### config.mk
export PLATFORM = sky130hd
export DESIGN_NAME = hss_ram
export DESIGN_NICKNAME = d
export VERILOG_FILES = /design/src/sv/hss_ram.sv
export SDC_FILE = /design/constraint.sdc
export NUM_CORES = 1
export LEC_CHECK = 0
export CAP_MARGIN = 30
export CORE_MARGIN = 2
export CORE_UTILIZATION = 45
export DETAILED_ROUTE_END_ITERATION = 8
export DONT_BUFFER_PORTS = 1
export GPL_ROUTABILITY_DRIVEN = 0
export GPL_TIMING_DRIVEN = 0
export PLACE_DENSITY = 0.58
export RECOVER_POWER = 50
export SKIP_LAST_GASP = 1
export SLEW_MARGIN = 0
export SYNTH_ARGS = -nofsm -noshare
export SYNTH_HDL_FRONTEND = slang
export SYNTH_SLANG_ARGS = --single-unit
### constraint.sdc
create_clock -name clk -period 3.8 [get_ports clk]
set_clock_uncertainty 0.2 [all_clocks]
set_input_delay 0.76 -clock clk [delete_from_list [all_inputs] [get_ports clk]]
set_output_delay 0.76 -clock clk [all_outputs]
set_load 0.1 [all_outputs]
### src/sv/hss_ram.sv
module hss_ram #(
	parameter int WIDTH = 8,
	parameter int DEPTH = 16,
	localparam int AW = $clog2(DEPTH)
) (
	input  logic             clk,
	input  logic             wr_en,
	input  logic [AW-1:0]    wr_addr,
	input  logic [WIDTH-1:0] wr_data,
	input  logic             rd_en,
	input  logic [AW-1:0]    rd_addr,
	output logic [WIDTH-1:0] rd_data
);

	logic [WIDTH-1:0] mem [DEPTH];

	always_ff @(posedge clk) begin
		if (wr_en) begin
			mem[wr_addr] <= wr_data;
		end
		if (rd_en) begin
			rd_data <= mem[rd_addr];
		end
	end

endmodule

**Word-level counts from Yosys, hierarchy flattened**

Memories as Yosys holds them, arrays and structs flattened. A register that Yosys moved wholly into a read port is not among the register bits.
Index checks and enable logic that the tools add are counted.

- Output and inout port bits: 8
- Register bits: 0
- Input port bits: 19
- Memories: 1
- Latch bits: 0
- Memory bits (writable): 128
- Bits in read-only memories: 0
- Logic and storage cells: 3

- Divide/modulo/power cells: 0
- Equal/unequal tests: 0
- Reduce and logical (&&, ||, !) cells: 0
- Add/sub/neg operators: 0
- Shift operators: 0
- Order comparisons: 0
- Multiply operators: 0
- Mux-type cells: 2
- Bitwise operators: 0

Memory list:

| memory | words | width | read ports | clocked after memory_dff | write ports | RTL line | text |
|---|---|---|---|---|---|---|---|
| mem | 16 | 8 | 1 | 1 | 1 | 15 | `logic [WIDTH-1:0] mem [DEPTH];` |

Operators with widths:

| operator | count |
|---|---|
| $mux W1 | 2 |

**Longest topological paths before layout**

- Depth after elaboration: 2
- Gate-level depth with buffers: 5

**Worst setup path after synthesis**

Ideal clock, no wire load.

- Path type: input -> register
- From: input wr_addr[2]
- To: memory mem[0][0], enable pin
- Stages: 2
- Required time: 3217 ps
- Data arrival time: 1870 ps
- Path slack: 1347 ps
- Cell sequence: or3b_2 -> nor3_1

RTL lines:

| element | RTL line | text |
|---|---|---|
| from (decl) | 8 | `input logic [AW-1:0] wr_addr,` |
| to (decl) | 15 |  |

No word-level cell before the write port.

**Worst setup path in the final report**

- From: register rd_data[1] (read register of mem)
- To: output rd_data[1]

RTL lines:

| element | RTL line | text |
|---|---|---|
| from (decl) | 12 | `output logic [WIDTH-1:0] rd_data` |

No word-level cell between the ends.

==> reports/summary.txt <==
CLOCK TREE
----------------------------------------------------------------------------------------
Cell at the root of the clock tree                                          sky130_fd_sc_hd__clkbuf_16
CTS Hold Bufs                                                                          0
TritonCTS sink count                                                                 136
Clock tree from TritonCTS                                                           done
Insertion delay to the later sink of the worst-skew pair                         0.41 ns
CTS H-Tree Depth                                                                       4
Worst-case clock buffer depth                                                          2
Number of buffers added by the clock tree synthesis step                              17
Clock-pin slew of the registers on the worst-case setup and hold paths           0.06 ns
CTS resizes                                                                            0
Post-CTS repair timing setup buffer count                                              0

ROUTE
----------------------------------------------------------------------------------------
Routed WL per cell                                                              24.14 um
DRT iter0 DRCs                                                                       115
Total number of vias                                                               2,316
Remaining antenna violation count after routing                                        0
Remaining DRCs                                                                         0
Number of vias per cell after detailed routing                                     5.676
Routed WL                                                                        9848 um
Number of search-and-repair iterations in the first detailed-routing pass              4

TIMING
----------------------------------------------------------------------------------------
Maximum operating frequency                                                    434.0 MHz
Setup Total Neg Slack                                                               0 ns
Final critical delay including setup and external delays                        2.304 ns
Unrepaired setup endpoints after global routing                                       no
Number of setup violations in the final report                                         0
Minimum setup slack in the final design                                         1.496 ns
Relative slew slack                                                               0.4067
Final period util                                                                 0.6064
Measured slew at the worst slew-check pin                                      0.8918 ns
Final count of hold timing violations                                                  0
Max-slew violation count                                                               0
Final-layout worst hold slack                                                  0.2440 ns

OUTCOME
----------------------------------------------------------------------------------------
Status                                                                      finished, final reports clean

LOGIC SYNTHESIS
----------------------------------------------------------------------------------------
Post-synthesis net count                                                             248
Register bit count reported by yosys                                                 136
Yosys warning count                                                                    0
Sequential cell area fraction in the yosys report                                 0.7812
Post-synthesis cell count                                                            229
Netlist Area Pre-Place                                                      0.005228 sq mm
Netlist cell types                                                                    18
Mean post-synth cell area                                                    22.83 sq um

GLOBAL ROUTING
----------------------------------------------------------------------------------------
Met3 layer usage reported by global route                                        0.05335
Most Crowded Layer GR                                                               met2
Maximum number of pins on one net before global-route repair                          17
Residual overflow from global routing                                                  0
All-layer global routing usage                                                    0.1728
Initial antenna violation count                                                        0
Met1 usage                                                                        0.2378
Global-route wire length before repair                                         14,960 um
Met2 track demand over resource                                                   0.2521
Vias in the first global route                                                     2,446

MIN PATH
----------------------------------------------------------------------------------------
Hold Crit Class                                                             primary input to register
End point of the most critical hold path                                    mem[12][6]$_DFFE_PP_
Cell depth of the worst hold path                                                      0
Hold path startpoint                                                          wr_data[6]

PLACEMENT
----------------------------------------------------------------------------------------
Worst setup slack after placement                                               1.167 ns
DP Wirelength                                                                    6259 um
IO Port Bufs                                                                           0

FINAL LAYOUT
----------------------------------------------------------------------------------------
Share of post-route cells with drive strength above 1                             0.2302
Filler instances                                                                     860
Area Growth Syn to Fin                                                            15.10%
Nets@finish                                                                          271
Antenna Cells                                                                          0

SETUP PATH
----------------------------------------------------------------------------------------
CP Capture Type                                                             primary output
R2R cell count                                                                         3
Worst reg2reg endpoint                                                      rd_data[0]$_DFFE_PP_
WP data arrival                                                                  1.34 ns
Worst endpoint required time                                                     2.84 ns
Minimum setup slack among reg-to-reg paths                                       1.96 ns
Critical path depth in cells                                                           0
Startpoint type of the worst setup path                                         register
CP Max Fanout                                                                          1
Launch point of the critical path                                           rd_data[1]$_DFFE_PP_
Worst flop-to-flop path startpoint                                          mem[5][0]$_DFFE_PP_
Crit path kind                                                              register to primary output

DIE
----------------------------------------------------------------------------------------
Chip Height                                                                     111.8 um
Die Wd                                                                          111.8 um
Effective utilization at floorplan                                                0.4598
Number of placement rows                                                              39
Number of I/O pins                                                                    27
Core outline area                                                           0.01137 sq mm
Die outline area                                                            0.01249 sq mm

PWR
----------------------------------------------------------------------------------------
Static Leakage                                                               0.001943 uW
Peak supply drop                                                                257.7 uV
Power density relative to cell area                                         576.0 mW/mm^2

RUN
----------------------------------------------------------------------------------------
Max-cap violations                                                                     0

flip-flops by register name, indices dropped and copies added, names as in the netlist:
register	flops
mem	128
rd_data	8
report_power, final:
group	switching [uW]	total, uW	internal (uW)	leakage [uW]
Combinational	61.8	117	54.9	0.000440
Clock	579	1600	1020	0.000267
Sequential	61.1	1750	1690	0.00124
Total	701	3470	2760	0.00194
stage by stage:
step	power, uW	util	area, sq um	std cells
floorplan	1867	-	5228	229
CTS	3491	0.5292	6017	408
global placement	1899	0.4755	5406	372
finish	3466	0.5292	6017	408
detailed placement	1903	0.4777	5431	376
global route	3577	0.5292	6017	408
synthesized netlist by cell type (all sizes together):
master | number | area, sq um
a22oi | 16 | 120.1
and2 | 1 | 6.260
and2b | 1 | 7.510
buf | 7 | 56.30
clkdlybuf4s25 | 3 | 30.03
edfxtp | 136 | 4084
mux4 | 32 | 773.2
nand2 | 9 | 33.78
nand2b | 2 | 12.51
nand3 | 1 | 5.000
nand3b | 2 | 15.01
nor2 | 13 | 48.80
nor2b | 1 | 6.260
nor3 | 4 | 20.02
or3b | 1 | 8.760
cell families (layout without fill, tap and decap cells):
group	after synthesis	count (layout)	synth area share
AO/OA/AOI/OAI	16	16	0.02298
flip-flops	136	136	0.7812
AND/OR/NAND/NOR	35	35	0.03136
buffers and inverters	10	46	0.01651
multiplexers	32	32	0.1479
final cells by class:
class	count	area, sq um	share of cell area
well taps	143	178.9	0.02974
plain buffers	10	86.33	0.01435
clock inverters	15	160.2	0.02662
multi-input cells	83	1057	0.1757
repair buffers	4	25.02	0.004159
clock buffers	17	425.4	0.07070
flip-flops and latches	136	4084	0.6787
placed cells by master, fill, tap and decap left out, types with 4 or more instances in the layout:
cell,Yosys,final
sky130_fd_sc_hd__clkinvlp_4,0,6
sky130_fd_sc_hd__nor2_1,13,13
sky130_fd_sc_hd__a22oi_1,16,16
sky130_fd_sc_hd__mux4_2,18,18
sky130_fd_sc_hd__nor3_1,4,4
sky130_fd_sc_hd__clkinv_1,0,4
sky130_fd_sc_hd__clkbuf_16,0,17
sky130_fd_sc_hd__mux4_1,14,14
sky130_fd_sc_hd__buf_2,3,5
sky130_fd_sc_hd__nand2_1,9,9
sky130_fd_sc_hd__edfxtp_1,136,136
metal layers:
| metal | part of all wire | up-vias | routed length (um) |
|---|---|---|---|
| met5 | 0 | - | 0 |
| met4 | 0.025 | 0 | 245 |
| met3 | 0.048 | 16 | 476 |
| met2 | 0.47 | 67 | 4671 |
| met1 | 0.45 | 1209 | 4454 |
| li1 | - | 1024 | - |
worst max path at each step:
stage | to | slack [ns]
finish | rd_data[1] | 1.50
floorplan | mem[0][0]$_DFFE_PP_ | 1.35
detailed placement | rd_data[0]$_DFFE_PP_ | 1.17
CTS | rd_data[1] | 1.48
global placement | mem[0][4]$_DFFE_PP_ | 0.86
global route | rd_data[1] | 1.46
Power figures use the tool's default switching activity.
