### src/sv/hss_pkg.sv
package hss_pkg;

	// Frame limits and ring geometry.
	localparam int MAX_WIDTH  = 1024;
	localparam int MAX_HEIGHT = 1024;
	localparam int RING_DEPTH = 2 * MAX_WIDTH + 3;
	localparam int ADDR_W     = $clog2(RING_DEPTH);
	localparam int MIN_SIZE   = 3;

	// Field and register widths.
	localparam int SIZE_W     = 11;
	localparam int SCALE_W    = 16;
	localparam int OFFSET_W   = 24;
	localparam int PIXEL_W    = 8;
	localparam int HEIGHT_W   = 26;
	localparam int COL_W      = $clog2(MAX_WIDTH);
	localparam int ROW_W      = $clog2(MAX_HEIGHT);
	localparam int CNT_W      = $clog2(MAX_WIDTH * MAX_HEIGHT + 1);
	localparam int AREA_W     = $clog2((MAX_WIDTH - 2) * (MAX_HEIGHT - 2) + 1);
	localparam int SUM_W      = 46;
	localparam int WIN_SUM_W  = HEIGHT_W + 4;

	// Rounded divide by nine: (mag + 4) * ceil(2^33 / 9) >> 33.
	localparam int MAG_W       = WIN_SUM_W - 1;
	localparam int RECIP_W     = 30;
	localparam int RECIP_SHIFT = 33;
	localparam int PROD_W      = MAG_W + RECIP_W;
	localparam logic [RECIP_W-1:0] RECIP_NINE = 30'd954437177;

	// Configuration port.
	localparam int CFG_INDEX_W = 4;
	localparam int CFG_DATA_W  = 24;
	localparam logic [CFG_INDEX_W-1:0] REG_FRAME_WIDTH   = 4'd0;
	localparam logic [CFG_INDEX_W-1:0] REG_FRAME_HEIGHT  = 4'd1;
	localparam logic [CFG_INDEX_W-1:0] REG_HEIGHT_SCALE  = 4'd2;
	localparam logic [CFG_INDEX_W-1:0] REG_HEIGHT_OFFSET = 4'd3;

	localparam logic [SIZE_W-1:0]   RST_FRAME_WIDTH   = 11'd1024;
	localparam logic [SIZE_W-1:0]   RST_FRAME_HEIGHT  = 11'd1024;
	localparam logic [SCALE_W-1:0]  RST_HEIGHT_SCALE  = 16'd256;
	localparam logic [OFFSET_W-1:0] RST_HEIGHT_OFFSET = 24'd0;

	typedef logic signed [HEIGHT_W-1:0] height_t;

	typedef enum logic [3:0] {
		S_IDLE,
		S_CALC,
		S_RD1,
		S_RD2,
		S_RD3,
		S_SUM,
		S_MUL,
		S_OUT,
		S_PUT
	} state_t;

	typedef struct packed {
		logic                     start;
		logic signed [SUM_W-1:0]  dividend;
		logic [AREA_W-1:0]        divisor;
	} div_req_t;

	typedef struct packed {
		logic    busy;
		height_t quotient;
	} div_rsp_t;

endpackage

### src/sv/hss_div.sv
module hss_div import hss_pkg::*; (
	input  logic     clk,
	input  logic     arst_n,
	input  div_req_t req,
	output div_rsp_t rsp
);

	localparam int DCNT_W = $clog2(SUM_W);

	logic              busy_q;
	logic [DCNT_W-1:0] cnt_q;
	logic              neg_q;
	logic [AREA_W-1:0] den_q;
	logic [AREA_W-1:0] rem_q;
	logic [SUM_W-1:0]  quo_q;

	logic [AREA_W:0]     trial;
	logic                fits;
	logic [SUM_W-1:0]    mag;
	logic [HEIGHT_W-1:0] quo_low;

	assign trial   = {rem_q, quo_q[SUM_W-1]};
	assign fits    = trial >= {1'b0, den_q};
	assign mag     = req.dividend[SUM_W-1] ? SUM_W'(-req.dividend) : SUM_W'(req.dividend);
	assign quo_low = quo_q[HEIGHT_W-1:0];

	always_ff @(posedge clk or negedge arst_n) begin
		if (!arst_n) begin
			busy_q <= 1'b0;
			cnt_q  <= '0;
		end else if (req.start) begin
			busy_q <= 1'b1;
			cnt_q  <= '0;
		end else if (busy_q) begin
			if (cnt_q == DCNT_W'(SUM_W - 1)) begin
				busy_q <= 1'b0;
			end
			cnt_q <= cnt_q + DCNT_W'(1);
		end
	end

	// One quotient bit per cycle; the dividend shifts out of quo_q as quotient bits shift in.
	always_ff @(posedge clk) begin
		if (req.start) begin
			neg_q <= req.dividend[SUM_W-1];
			den_q <= req.divisor;
			rem_q <= '0;
			quo_q <= mag;
		end else if (busy_q) begin
			rem_q <= fits ? AREA_W'(trial - {1'b0, den_q}) : AREA_W'(trial);
			quo_q <= {quo_q[SUM_W-2:0], fits};
		end
	end

	assign rsp.busy     = busy_q;
	assign rsp.quotient = neg_q ? -$signed(quo_low) : $signed(quo_low);

endmodule

### config.mk
export PLATFORM = sky130hd
export DESIGN_NAME = hss_div
export DESIGN_NICKNAME = d
export VERILOG_FILES = /design/src/sv/hss_pkg.sv /design/src/sv/hss_div.sv
export SDC_FILE = /design/constraint.sdc
export NUM_CORES = 1
export LEC_CHECK = 0
export BUFFER_PORTS_ARGS = -buffer_cell sky130_fd_sc_hd__buf_4
export CAP_MARGIN = 20
export CORE_MARGIN = 2
export CORE_UTILIZATION = 45
export DETAILED_ROUTE_END_ITERATION = 7
export PLACE_DENSITY = 0.65
export SYNTH_ARGS = -nofsm -noshare
export SYNTH_HDL_FRONTEND = slang
export SYNTH_SLANG_ARGS = --single-unit
### constraint.sdc
create_clock -name clk -period 7.8 [get_ports clk]
set_input_delay 1.17 -clock clk [delete_from_list [all_inputs] [get_ports clk]]
set_output_delay 1.17 -clock clk [all_outputs]
set_load 0.05 [all_outputs]
* After elaboration in Yosys (flattened, before gate mapping)
Cells that the tools add are included.
** Word-level totals
- Register bits after elaboration :: 94
- Input bits :: 69
- Output and inout bits :: 27
- Word-level logic and storage cells :: 23
** Cells by class
- Add/sub/neg operators :: 4
- Order comparisons :: 1
- Equality and inequality tests :: 1
- Multiplexer cells :: 10
- Reduce and logical (&&, ||, !) cells :: 1
** Operators with widths (number)
- $mux 46 :: 3
- $neg 46->46 :: 1
- $mux 26 :: 1
- $neg 26->26 :: 1
- $ge 21x20->1 :: 1
- $mux 20 :: 1
- $sub 20x20->20 :: 1
- $mux 6 :: 2
- $add 6x1->6 const B :: 1
- $eq 6x6->1 const B :: 1
- $mux 1 :: 3
- $reduce_bool 2->1 :: 1

* Logic depth before layout (Yosys ltp)
- Depth in word-level cells :: 4
- Depth in mapped cells :: 11
- Depth with buffers taken out :: 10

* Worst setup path before layout
OpenSTA, ideal clock, no wires.
- Kind :: reg2out
- Start :: register quo_q[0]
- End :: output port rsp[19] in the netlist's numbering
- Data arrival time :: 2532 ps
- Required time :: 6630 ps
- Path slack :: 4098 ps
- Stages on the path, launching flop included :: 7
- Buffers on the path :: 0
- Cell sequence :: edfxtp_1 or2_2 or4_1 or3_1 or3_1 o31ai_1 xnor2_1
** RTL lines
- start: declaration :: line hss_div.sv:15 : logic [SUM_W-1:0] quo_q;
- start signal: assignment :: line hss_div.sv:48 : quo_q <= mag;
- start signal: assignment :: line hss_div.sv:51 : quo_q <= {quo_q[SUM_W-2:0], fits};
- end: declaration :: line hss_div.sv:5 : output div_rsp_t rsp

==> summary.md <==
| Metric | Value |
|---|---|
| Outcome | `finished, final reports clean` |
| GPL Wtd Cong | `0.895` |
| Final hold vios | `0` |
| Fmax | `0.240 GHz` |
| Pin count of the biggest net entering global routing | `95` |
| Slew HR | `34.5%` |
| Root Buffer Master | `clkbuf_16` |
| DRT iter0 DRCs | `540` |
| Placed cells | `950` |
| Hold Crit Class | `reg2reg` |
| # Max-Cap Violations | `0` |
| Clock skew | `0.00705 ns` |
| Antenna cells | `0` |
| Resized Gates After CTS | `0` |
| Port Buffers | `95` |
| Syn nets | `803` |
| Worst setup SP type | `flop` |
| TritonCTS clock tree | `done` |
| Setup Buffers After CTS | `0` |
| Share of post-route cells with drive strength above 1 | `18.3%` |
| Synth top area cells | `edfxtp_1, xor2_1, dfxtp_1` |
| VDD IR max | `0.113 mV` |
| Syn Area/Cell | `9.12 µm²` |
| Post-synthesis sequential area ratio | `40.0%` |
| Worst setup EP type | `primary output` |
| Final net count | `875` |
| Hold bufs inserted after CTS | `0` |
| Setup TNS | `0 ns` |
| Tot GR Track Use | `20.5%` |
| Initial antenna violation count | `0` |
| Netlist cell types | `69` |
| CTS Buffer Depth | `2` |
| Synth Warn # | `0` |
| Detailed Route WL | `15300 µm` |
| Via count | `5627` |
| Flop and latch count out of synthesis | `94` |
| Post-synth EDFFs | `67` |
| DIE HEIGHT | `124 µm` |
| DRT Pass-1 Iters | `5` |
| DIE WIDTH | `124 µm` |
| Setup violations, final | `0` |
| Cells after Synth | `709` |
| Async SR Flop Fraction | `7.45%` |
| Leak Pwr | `3.01 nW` |
| Non-Filler Instances | `966` |
| Vias/cell | `5.83` |
| Total core area | `13900 µm²` |
| Most used DFF post-synth | `edfxtp_1` |
| Crit path max fanout | `5` |
| Worst-path clk slew | `0.06 ns` |
| Total CTS buffers | `9` |
| DRC | `0` |
| Commonest cells in the netlist | `nor2_1, edfxtp_1, a21oi_1, xor2_1, nand2_1` |
| Vias in the first global route | `5168` |
| Depth of the CTS H-tree | `3` |
| Slew Viols, Final | `0` |
| Initial Util | `46.4%` |
| Synth area leader | `edfxtp_1` |
| Worst-Margin Slew | `0.983 ns` |
| Antenna Violating Nets Remaining | `0` |
| Cell with the most instances after synthesis | `nor2_1` |
| Share of the synthesized area in the top cell type | `31.1%` |
| Clock Latency Late Sink | `0.35 ns` |
| Row cnt | `43` |
| Power Dens Cells | `182 nW/µm²` |
| DP HPWL | `10800 µm` |
| # IOs | `96` |
| Die Area | `15300 µm²` |
| Crit share post-route | `53.4%` |
| Routed wire length per instance | `15.8 µm` |
| Post-Syn Area | `6460 µm²` |
| Critical path class | `reg2out` |
| # clock sinks | `94` |
| First-pass GRT wire length | `24900 µm` |
| Area Growth Syn to Fin | `16.9%` |
| Worst path required time | `6.63 ns` |
| Grt ovf | `0` |
| Critical Path AT | `3.00 ns` |
| Unrepaired setup endpoints after global routing | `no` |
| Min Clock Period, post-route | `4.17 ns` |
| Fillers | `1268` |
[worst max-delay path, stage by stage, from the launching register on]
cell	delay (ns)
edfxtp_1	0.44
or2_2	0.31
or4_1	0.44
or3_1	0.43
or3_1	0.37
o31ai_1	0.27
xnor2_1	0.16
buf_4	0.22
[final cells by class]
type | count | area (µm²) | area share, %
clock buffers | 11 | 243 | 3.21
well taps | 180 | 225 | 2.98
multi-input cells | 544 | 3590 | 47.6
clock inverters | 5 | 35.0 | 0.464
inverters | 32 | 120 | 1.59
repair buffers | 100 | 751 | 9.94
flip-flops and latches | 94 | 2590 | 34.2
[cells by family after synthesis]
| kind of cell | after synthesis | share of synthesized area, % |
|---|---|---|
| buffers and inverters | 71 | 4.39 |
| xor gates and xnor gates | 83 | 11.2 |
| DFF | 94 | 40.0 |
| and+or+nand+nor | 231 | 18.4 |
| AOI/OAI and AO/OA | 203 | 20.7 |
| adders and majority gates | 25 | 4.95 |
| muxes | 2 | 0.310 |
[worst paths after layout]
path                       depth (start not counted)                      to  slack, ns             startpoint
max                                                7                 rsp[19]       3.63     quo_q[0]$_DFFE_PP_
min                                                2   rem_q[8]$_SDFFE_PP0P_       0.50  rem_q[8]$_SDFFE_PP0P_
max reg2reg                                       10  rem_q[18]$_SDFFE_PP0P_       4.79     den_q[1]$_DFFE_PP_
min reg2reg                                        2   rem_q[8]$_SDFFE_PP0P_       0.50  rem_q[8]$_SDFFE_PP0P_
max in group asynchronous                          1    cnt_q[0]$_DFFE_PN0P_       7.07                 arst_n
min in group asynchronous                          1        busy_q$_DFF_PN0_       0.62                 arst_n
[power by group]
| group | total (W) | internal, W | switching [W] |
|---|---|---|---|
| sequential | 0.000616 | 0.000584 | 0.0000321 |
| combinational | 0.000344 | 0.000127 | 0.000217 |
| clock | 0.000417 | 0.000225 | 0.000192 |
[layer usage]
metal  GRT usage (%)  vias up  part of all wire, %
met5               0        -                    0
met3            4.03       22                  5.2
met4            6.75        0                  1.8
met2            31.5      164                   47
met1            29.0     2681                   46
li1                -     2760                    -
[state kept, by name, summed over array words and instances, names as in the netlist]
| register | cells |
|---|---|
| quo_q | 46 |
| cnt_q | 6 |
| den_q | 20 |
| rem_q | 20 |
| neg_q | 1 |
| busy_q | 1 |
[through the flow]
step	hold WS (ns)	setup WS (ns)	area, µm²	power, W	util [%]
4_1_cts	0.502	3.62	7550	0.00139	54.2
3_3_place_gp	0.492	3.95	7280	0.000965	52.2
5_1_grt	0.526	3.50	7550	0.00144	54.2
3_5_place_dp	0.491	3.85	7280	0.000969	52.2
6_report	0.501	3.63	7550	0.00138	54.2
2_1_floorplan	0.468	4.10	6460	0.000851	-
[layout by cell type (no fill, tap or decap), types with 4 or more instances in the layout]
| cell type | instances |
|---|---|
| nand4_1 | 4 |
| o211ai_1 | 4 |
| nor3_1 | 10 |
| o31ai_1 | 20 |
| and2_1 | 4 |
| a21oi_1 | 63 |
| dfrtp_1 | 7 |
| and3_1 | 5 |
| xor2_1 | 56 |
| edfxtp_1 | 67 |
| clkbuf_16 | 9 |
| or2_2 | 6 |
| or4_1 | 10 |
| ha_1 | 24 |
| or3b_2 | 5 |
| xnor2_1 | 27 |
| o41ai_1 | 10 |
| o21ai_0 | 40 |
| nand3_1 | 23 |
| nand2_1 | 50 |
| or3_1 | 7 |
| buf_4 | 100 |
| a311oi_1 | 17 |
| inv_1 | 31 |
| a211oi_1 | 5 |
| nand2b_1 | 4 |
| or4_4 | 4 |
| a21o_1 | 11 |
| dfxtp_1 | 20 |
| nor2_1 | 78 |
No activity file was read; power rests on OpenSTA's default activity.
